$ cat src/sha1s_pkg.sv
// ----------------------------------------------------------------------------
// sha1s_pkg
// Shared types, constants and round functions for the SHA-1 stream hasher.
// ----------------------------------------------------------------------------
package sha1s_pkg;

    localparam int unsigned DIGEST_WORDS = 5;

    localparam logic OP_ABSORB = 1'b0;
    localparam logic OP_FINISH = 1'b1;

    localparam logic [5:0] LAST_FILL  = 6'd63;
    localparam logic [5:0] LEN_OFFSET = 6'd56;
    localparam logic [6:0] LAST_ROUND = 7'd79;
    localparam logic [2:0] LAST_IDX   = 3'd4;

    localparam logic [7:0] PAD_BYTE = 8'h80;

    localparam logic [31:0] IV [DIGEST_WORDS] = '{
        32'h67452301, 32'hEFCDAB89, 32'h98BADCFE, 32'h10325476, 32'hC3D2E1F0
    };

    typedef enum logic [1:0] {
        SRC_DATA,
        SRC_PAD,
        SRC_ZERO
    } t_src;

    typedef struct packed {
        logic       wr_en;
        logic [5:0] wr_addr;
        t_src       wr_src;
        logic       count_add;
        logic       load_len;
        logic       start_comp;
        logic       round_en;
        logic [1:0] phase;
        logic       add_h;
        logic       init;
        logic [2:0] out_idx;
        logic       out_last;
    } t_cmd;

    function automatic logic [31:0] rotl(input logic [31:0] v, input int unsigned n);
        rotl = (v << n) | (v >> (32 - n));
    endfunction

    function automatic logic [31:0] round_k(input logic [1:0] phase);
        case (phase)
            2'd0:    round_k = 32'h5A827999;
            2'd1:    round_k = 32'h6ED9EBA1;
            2'd2:    round_k = 32'h8F1BBCDC;
            default: round_k = 32'hCA62C1D6;
        endcase
    endfunction

    function automatic logic [31:0] round_f(input logic [1:0] phase, input logic [31:0] b,
                                            input logic [31:0] c, input logic [31:0] d);
        case (phase)
            2'd0:    round_f = (b & c) | (~b & d);
            2'd2:    round_f = (b & c) | (b & d) | (c & d);
            default: round_f = b ^ c ^ d;
        endcase
    endfunction

endpackage

$ cat src/sha1s_dp.sv
// ----------------------------------------------------------------------------
// sha1s_dp
// Datapath: block buffer / schedule window, round unit, chaining words and
// message bit count.
// ----------------------------------------------------------------------------
module sha1s_dp (
    input  logic            i_clk,
    input  logic            i_rst_n,
    input  sha1s_pkg::t_cmd i_cmd,
    input  logic [7:0]      i_data_byte,
    output logic [31:0]     o_digest_word
);

    logic [31:0] r_w [16];
    logic [31:0] r_a, r_b, r_c, r_d, r_e;
    logic [31:0] r_h [sha1s_pkg::DIGEST_WORDS];
    logic [63:0] r_count;

    logic [7:0]  w_byte;
    logic [1:0]  w_lane;
    logic [31:0] w_sched;
    logic [31:0] w_temp;

    always_comb begin
        case (i_cmd.wr_src)
            sha1s_pkg::SRC_DATA: w_byte = i_data_byte;
            sha1s_pkg::SRC_PAD:  w_byte = sha1s_pkg::PAD_BYTE;
            default:             w_byte = 8'h00;
        endcase
    end

    assign w_lane  = 2'd3 - i_cmd.wr_addr[1:0];
    assign w_sched = sha1s_pkg::rotl(r_w[13] ^ r_w[8] ^ r_w[2] ^ r_w[0], 1);
    assign w_temp  = sha1s_pkg::rotl(r_a, 5) + sha1s_pkg::round_f(i_cmd.phase, r_b, r_c, r_d)
                   + r_e + sha1s_pkg::round_k(i_cmd.phase) + r_w[0];

    always_ff @(posedge i_clk) begin
        if (i_cmd.wr_en) begin
            for (int k = 0; k < 16; k++) begin
                if (4'(k) == i_cmd.wr_addr[5:2]) begin
                    r_w[k][{w_lane, 3'b000} +: 8] <= w_byte;
                end
            end
        end
        if (i_cmd.load_len) begin
            r_w[14] <= r_count[63:32];
            r_w[15] <= r_count[31:0];
        end
        if (i_cmd.round_en) begin
            for (int k = 0; k < 15; k++) begin
                r_w[k] <= r_w[k + 1];
            end
            r_w[15] <= w_sched;
        end
        if (i_cmd.start_comp) begin
            r_a <= r_h[0];
            r_b <= r_h[1];
            r_c <= r_h[2];
            r_d <= r_h[3];
            r_e <= r_h[4];
        end else if (i_cmd.round_en) begin
            r_a <= w_temp;
            r_b <= r_a;
            r_c <= sha1s_pkg::rotl(r_b, 30);
            r_d <= r_c;
            r_e <= r_d;
        end
    end

    always_ff @(posedge i_clk) begin
        if (!i_rst_n) begin
            r_h     <= sha1s_pkg::IV;
            r_count <= 64'd0;
        end else if (i_cmd.init) begin
            r_h     <= sha1s_pkg::IV;
            r_count <= 64'd0;
        end else begin
            if (i_cmd.count_add) begin
                r_count <= r_count + 64'd8;
            end
            if (i_cmd.add_h) begin
                r_h[0] <= r_h[0] + r_a;
                r_h[1] <= r_h[1] + r_b;
                r_h[2] <= r_h[2] + r_c;
                r_h[3] <= r_h[3] + r_d;
                r_h[4] <= r_h[4] + r_e;
            end
        end
    end

    always_comb begin
        case (i_cmd.out_idx)
            3'd0:    o_digest_word = r_h[0];
            3'd1:    o_digest_word = r_h[1];
            3'd2:    o_digest_word = r_h[2];
            3'd3:    o_digest_word = r_h[3];
            default: o_digest_word = r_h[4];
        endcase
    end

endmodule

$ cat src/sha1s_ctrl.sv
// ----------------------------------------------------------------------------
// sha1s_ctrl
// Controller: byte fill, padding sequence, round count and digest output.
// ----------------------------------------------------------------------------
module sha1s_ctrl (
    input  logic            i_clk,
    input  logic            i_rst_n,
    input  logic            i_valid,
    input  logic            i_operation,
    input  logic            i_ready,
    output logic            o_in_ready,
    output logic            o_out_valid,
    output sha1s_pkg::t_cmd o_cmd
);

    typedef enum logic [2:0] {
        S_IDLE,
        S_PAD,
        S_ROUND,
        S_ADD,
        S_EMIT
    } t_state;

    typedef enum logic [1:0] {
        RET_IDLE,
        RET_PAD,
        RET_FIN
    } t_ret;

    t_state     r_state, n_state;
    t_ret       r_ret, n_ret;
    logic [5:0] r_fill, n_fill;
    logic [6:0] r_cnt, n_cnt;
    logic [2:0] r_idx, n_idx;
    logic       r_wrap, n_wrap;

    assign o_in_ready  = (r_state == S_IDLE);
    assign o_out_valid = (r_state == S_EMIT);

    always_comb begin
        n_state = r_state;
        n_ret   = r_ret;
        n_fill  = r_fill;
        n_cnt   = r_cnt;
        n_idx   = r_idx;
        n_wrap  = r_wrap;

        o_cmd          = '0;
        o_cmd.wr_src   = sha1s_pkg::SRC_ZERO;
        o_cmd.wr_addr  = r_fill;
        o_cmd.out_idx  = r_idx;
        o_cmd.out_last = (r_idx == sha1s_pkg::LAST_IDX);
        if (r_cnt < 7'd20) begin
            o_cmd.phase = 2'd0;
        end else if (r_cnt < 7'd40) begin
            o_cmd.phase = 2'd1;
        end else if (r_cnt < 7'd60) begin
            o_cmd.phase = 2'd2;
        end else begin
            o_cmd.phase = 2'd3;
        end

        case (r_state)
            S_IDLE: begin
                if (i_valid) begin
                    o_cmd.wr_en = 1'b1;
                    n_fill      = r_fill + 6'd1;
                    if (i_operation == sha1s_pkg::OP_ABSORB) begin
                        o_cmd.wr_src    = sha1s_pkg::SRC_DATA;
                        o_cmd.count_add = 1'b1;
                        if (r_fill == sha1s_pkg::LAST_FILL) begin
                            o_cmd.start_comp = 1'b1;
                            n_ret   = RET_IDLE;
                            n_cnt   = 7'd0;
                            n_state = S_ROUND;
                        end
                    end else begin
                        o_cmd.wr_src = sha1s_pkg::SRC_PAD;
                        n_wrap  = (r_fill >= sha1s_pkg::LEN_OFFSET);
                        n_state = S_PAD;
                    end
                end
            end
            S_PAD: begin
                if (r_wrap && r_fill == 6'd0) begin
                    // length does not fit: flush this block first
                    o_cmd.start_comp = 1'b1;
                    n_wrap  = 1'b0;
                    n_ret   = RET_PAD;
                    n_cnt   = 7'd0;
                    n_state = S_ROUND;
                end else if (!r_wrap && r_fill == sha1s_pkg::LEN_OFFSET) begin
                    o_cmd.load_len   = 1'b1;
                    o_cmd.start_comp = 1'b1;
                    n_fill  = 6'd0;
                    n_ret   = RET_FIN;
                    n_cnt   = 7'd0;
                    n_state = S_ROUND;
                end else begin
                    o_cmd.wr_en = 1'b1;
                    n_fill      = r_fill + 6'd1;
                end
            end
            S_ROUND: begin
                o_cmd.round_en = 1'b1;
                if (r_cnt == sha1s_pkg::LAST_ROUND) begin
                    n_state = S_ADD;
                end else begin
                    n_cnt = r_cnt + 7'd1;
                end
            end
            S_ADD: begin
                o_cmd.add_h = 1'b1;
                case (r_ret)
                    RET_IDLE: n_state = S_IDLE;
                    RET_PAD:  n_state = S_PAD;
                    default: begin
                        n_idx   = 3'd0;
                        n_state = S_EMIT;
                    end
                endcase
            end
            S_EMIT: begin
                if (i_ready) begin
                    if (r_idx == sha1s_pkg::LAST_IDX) begin
                        o_cmd.init = 1'b1;
                        n_fill     = 6'd0;
                        n_state    = S_IDLE;
                    end else begin
                        n_idx = r_idx + 3'd1;
                    end
                end
            end
            default: n_state = S_IDLE;
        endcase
    end

    always_ff @(posedge i_clk) begin
        if (!i_rst_n) begin
            r_state <= S_IDLE;
            r_ret   <= RET_IDLE;
            r_fill  <= 6'd0;
            r_cnt   <= 7'd0;
            r_idx   <= 3'd0;
            r_wrap  <= 1'b0;
        end else begin
            r_state <= n_state;
            r_ret   <= n_ret;
            r_fill  <= n_fill;
            r_cnt   <= n_cnt;
            r_idx   <= n_idx;
            r_wrap  <= n_wrap;
        end
    end

    a_idx_range: assert property (@(posedge i_clk) disable iff (!i_rst_n)
        o_out_valid |-> (r_idx <= sha1s_pkg::LAST_IDX))
        else $error("digest word index out of range");

    a_round_range: assert property (@(posedge i_clk) disable iff (!i_rst_n)
        (r_state == S_ROUND) |-> (r_cnt <= sha1s_pkg::LAST_ROUND))
        else $error("round count out of range");

    a_fill_after_comp: assert property (@(posedge i_clk) disable iff (!i_rst_n)
        o_cmd.add_h |-> (r_fill == 6'd0))
        else $error("block buffer not empty after compression");

    a_last_back_idle: assert property (@(posedge i_clk) disable iff (!i_rst_n)
        (o_out_valid && i_ready && o_cmd.out_last) |=> (o_in_ready && r_fill == 6'd0))
        else $error("not ready for new message after digest");

    a_no_wrap_idle: assert property (@(posedge i_clk) disable iff (!i_rst_n)
        o_in_ready |-> !r_wrap)
        else $error("padding wrap flag left set");

endmodule

$ cat src/sha1_stream_hasher.sv
// ----------------------------------------------------------------------------
// sha1_stream_hasher
// SHA-1 over a byte stream; emits the 160-bit digest as five 32-bit words.
// ----------------------------------------------------------------------------
// One item is in work at a time. An absorb item writes its byte into the block
// buffer; the one that fills a 64-byte block also starts a compression: 80
// rounds on the single round unit, then a fold into the chaining words. A
// finish item writes the 0x80 marker and zero padding one byte per cycle,
// runs one or two compressions (a start step, 80 rounds and the fold), and
// then presents five digest words, one per output handshake. After the fifth
// word the hasher is back in idle with the chaining words and bit count reset,
// ready for the next message.
module sha1_stream_hasher (
    input  logic        i_clk,
    input  logic        i_rst_n,
    input  logic        i_valid,
    output logic        o_ready,
    input  logic        i_operation,
    input  logic [7:0]  i_data_byte,
    output logic        o_valid,
    input  logic        i_ready,
    output logic [31:0] o_digest_word,
    output logic [2:0]  o_word_index,
    output logic        o_last_word
);

    sha1s_pkg::t_cmd w_cmd;

    sha1s_ctrl u_ctrl (
        .i_clk       (i_clk),
        .i_rst_n     (i_rst_n),
        .i_valid     (i_valid),
        .i_operation (i_operation),
        .i_ready     (i_ready),
        .o_in_ready  (o_ready),
        .o_out_valid (o_valid),
        .o_cmd       (w_cmd)
    );

    sha1s_dp u_dp (
        .i_clk         (i_clk),
        .i_rst_n       (i_rst_n),
        .i_cmd         (w_cmd),
        .i_data_byte   (i_data_byte),
        .o_digest_word (o_digest_word)
    );

    assign o_word_index = w_cmd.out_idx;
    assign o_last_word  = w_cmd.out_last;

endmodule
$ cat config.mk
export PLATFORM = sky130hd
export DESIGN_NAME = sha1_stream_hasher
export DESIGN_NICKNAME = d
export VERILOG_FILES = /design/src/sha1s_pkg.sv /design/src/sha1s_dp.sv /design/src/sha1s_ctrl.sv /design/src/sha1_stream_hasher.sv
export SDC_FILE = /design/constraint.sdc
export NUM_CORES = 2
export LEC_CHECK = 0
export CELL_PAD_IN_SITES_DETAIL_PLACEMENT = 0
export CELL_PAD_IN_SITES_GLOBAL_PLACEMENT = 1
export CORE_UTILIZATION = 55
export DETAILED_ROUTE_END_ITERATION = 8
export DONT_BUFFER_PORTS = 1
export PLACE_DENSITY = 0.95
export SYNTH_ARGS = -nofsm -noshare
export SYNTH_HDL_FRONTEND = slang
export SYNTH_HIERARCHICAL = 1
export SYNTH_SLANG_ARGS = --single-unit
$ cat constraint.sdc
create_clock -name i_clk -period 16 [get_ports i_clk]
set_input_delay 2.4 -clock i_clk [delete_from_list [all_inputs] [get_ports i_clk]]
set_output_delay 2.4 -clock i_clk [all_outputs]
set_load 0.005 [all_outputs]
==> results.md <==
* Clock-pin slew reported for the worst setup and hold paths after clock tree synthesis at 0.06 ns
* Unrepaired setup endpoints after global routing: no
* Highest cell delay on the worst timing path at 0.56 ns
* Type of the tightest min-delay check: reg -> reg
* Iter 0 DRT Violations at 4272
* Placeable Area at 0.0937 mm^2
* Total Routed Length at 143 mm
* Post-placement cell area at 0.0534 mm^2
* Critical Path RT at 16.40 ns
* Area share of the largest cell type after synthesis at 0.386
* Number of detailed-routing iterations run before antenna repair at 6
* Clock Latency Late Sink at 0.72 ns
* Via count of the first global-routing pass at 38400
* Number of sinks on the clock net at 915
* Most instantiated flip-flop cell in the synthesis netlist: edfxtp_1
* Post-layout min period at 7.57 ns
* H-tree depth reported by CTS at 3
* Leakage at 23.5 nW
* Final-report max-slew violation count at 0
* Number of nets at the end of the flow at 5687
* Endpoints failing setup at 0
* Worst Skew at 0.0467 ns
* Capturing element type of the critical path: flop
* Arr. time, crit path at 7.97 ns
* Dominant cells by area after synthesis: edfxtp_1, dfxtp_1, nand2_1, ha_1, o21ai_0
* Starting density of the core at 0.558
* Final estimated routing congestion in global placement at 0.951
* Register Area at 0.0250 mm^2
* Share of final-layout standard cells stronger than drive strength 1 at 0.0602
* Setup CP Type: reg -> reg
* Total of max-cap violations at 0
* Via-to-Cell Ratio at 5.98
* Overall global routing resource usage at 0.299
* Result of the run: completed
* Distinct cells, synth at 89
* Number of antenna violations at the first check in global routing at 1
* Total standard cell area after synthesis at 0.0523 mm^2
* Num CTS Buffers at 99
* Slew at the pin with the worst max-slew slack at 1.23 ns
* CTS tree: done
* Post-Syn Instances at 5455
* Final worst path period share at 0.473
* Number of I/O port buffers at 0
* Total half-perimeter wirelength after legalization and detailed placement at 101 mm
* Largest net degree at the start of global routing at 225
* Area of the multi-input gates at 0.0250 mm^2
* Number of warnings printed during yosys synthesis at 6
* DR DRC count at 0
* Worst IR drop on VDD at 0.199 mV
* Cell type with the largest total area after synthesis: edfxtp_1
* Number of storage elements in the synthesis netlist at 915
* Global-route wire length before repair at 221 mm
* Maximum frequency from static timing analysis at 0.132 GHz
* Clk buf depth at 3
* Post-cts repair resize count at 0
* I/O pin total at 51
* Area of the die at 0.0964 mm^2
* Number of endpoints with negative hold slack in the final report at 0
* Area of all placed cells without fillers at 0.0565 mm^2
* R2R Setup Slk at 8.43 ns
* Height of the chip at 310 um
* Filler cell count at 7796
* Post-synthesis sequential area ratio at 0.478
* Commonest cells after routing, fill and taps aside: nand2_1, edfxtp_1, o21ai_0, inv_1, nor2_1
* N_diodes at 0
* Clock Root Buffer: clkbuf_16
* Max FO, Critical Path at 33
* Most common cell after layout, fill and taps aside: nand2_1
* Routed length per instance at 21.4 um
* FFs w/ async S/R, synth at 0
* Worst slew slack as a fraction of its limit at 0.180
* Site row count at 112
* Overall via count from detail_route at 39900
* Chip width at 310 um
* PwrDens at 241 mW/mm^2
* Number of setup buffers added after CTS at 0
* Type of origin of the critical path: flop
* Syn Nets at 5799
* Antenna Violating Nets Remaining at 0
* GR Overflow Total at 0
* Hold-fix buffers at CTS at 0
* Cell with the biggest individual delay on the critical path: a2111oi_2
* Top Family by Delay on Critical Path: compound AO/OA/AOI/OAI gates
* Number of enable-type register cells in the synthesized netlist at 672
* Average instance area after synthesis at 9.59 um^2
* Relative area change from synthesis to final layout at 8.00%
* Final setup TNS at 0 ns
* Crit path buffers/inverters at 6
tightest hold or removal path: cells and delay by family (launching register included):
family,cells,cell delay (ns)
AND/OR/NAND/NOR,1,0.05
AO/OA/AOI/OAI,1,0.06
flip-flops,1,0.33
cells by family after synthesis:
family,synth area share
simple gates,0.158
compound gates,0.141
flops,0.478
buf+inv,0.0448
fa+ha+maj,0.0971
xor+xnor,0.0482
mux,0.0333
synthesized netlist by cell type, types with 125 or more instances:
| cell type | count |
|---|---|
| edfxtp_1 | 672 |
| inv_1 | 367 |
| o21ai_0 | 504 |
| fa_1 | 125 |
| dfxtp_1 | 243 |
| nand2_1 | 1266 |
| ha_1 | 206 |
| clkbuf_1 | 231 |
| a21oi_1 | 266 |
| xnor2_1 | 178 |
| a21o_1 | 136 |
| nor2_1 | 299 |
stage by stage:
step | util | setup WS (ns) | instances | power, mW | hold WS [ns]
after floorplan | - | 9.55 | 5455 | 9.49 | 0.449
after CTS | 0.603 | 8.42 | 6682 | 13.6 | 0.484
after global routing | 0.603 | 7.89 | 6682 | 14.6 | 0.515
after global placement | 0.569 | 8.66 | 6496 | 11.1 | 0.469
final | 0.603 | 8.43 | 6682 | 13.6 | 0.487
after detailed placement | 0.569 | 8.51 | 6496 | 11.3 | 0.475
cell type report:
cell class / count / share of cell area
Sequential cell: 915 / 0.443
Inverter: 369 / 0.0247
Multi-Input combinational cell: 3917 / 0.443
Clock buffer: 137 / 0.0489
Clock inverter: 49 / 0.00726
Tap cell: 1254 / 0.0278
Timing Repair Buffer: 41 / 0.00567
power by group:
| group | internal, mW | switching [mW] | total, mW |
|---|---|---|---|
| clock network | 1.24 | 0.999 | 2.23 |
| logic | 2.83 | 4.37 | 7.20 |
| registers | 3.77 | 0.437 | 4.21 |
routing by layer:
layer / part of all wire / track usage / up-vias / wire [um]
li1: - / - / 18700 / -
met1: 0.42 / 0.417 / 19200 / 59700
met2: 0.45 / 0.468 / 1756 / 65000
met3: 0.087 / 0.0457 / 248 / 12400
met4: 0.041 / 0.121 / 0 / 5930
met5: 0 / 0 / - / 0
path summary, 6_finish.rpt:
path / to / start / cells after the start
max: u_dp/r_a[29] / u_ctrl/r_cnt[5] / 28
min: u_ctrl/r_cnt[1] / u_ctrl/r_cnt[1] / 2
max reg2reg: u_dp/r_a[29] / u_ctrl/r_cnt[5] / 28
min reg2reg: u_ctrl/r_cnt[1] / u_ctrl/r_cnt[1] / 2
registers in the layout (all words and copies together) (netlist names), 2 cells and up:
signal	flops
u_dp/r_w	512
u_dp/r_a	32
u_dp/r_h	160
u_ctrl/r_fill	6
u_ctrl/r_idx	3
u_ctrl/r_ret	2
u_dp/r_b	32
u_dp/r_e	32
u_ctrl/r_state	3
u_dp/r_d	32
u_dp/r_count	61
u_dp/r_c	32
u_ctrl/r_cnt	7
Power figures use the tool's default switching activity.
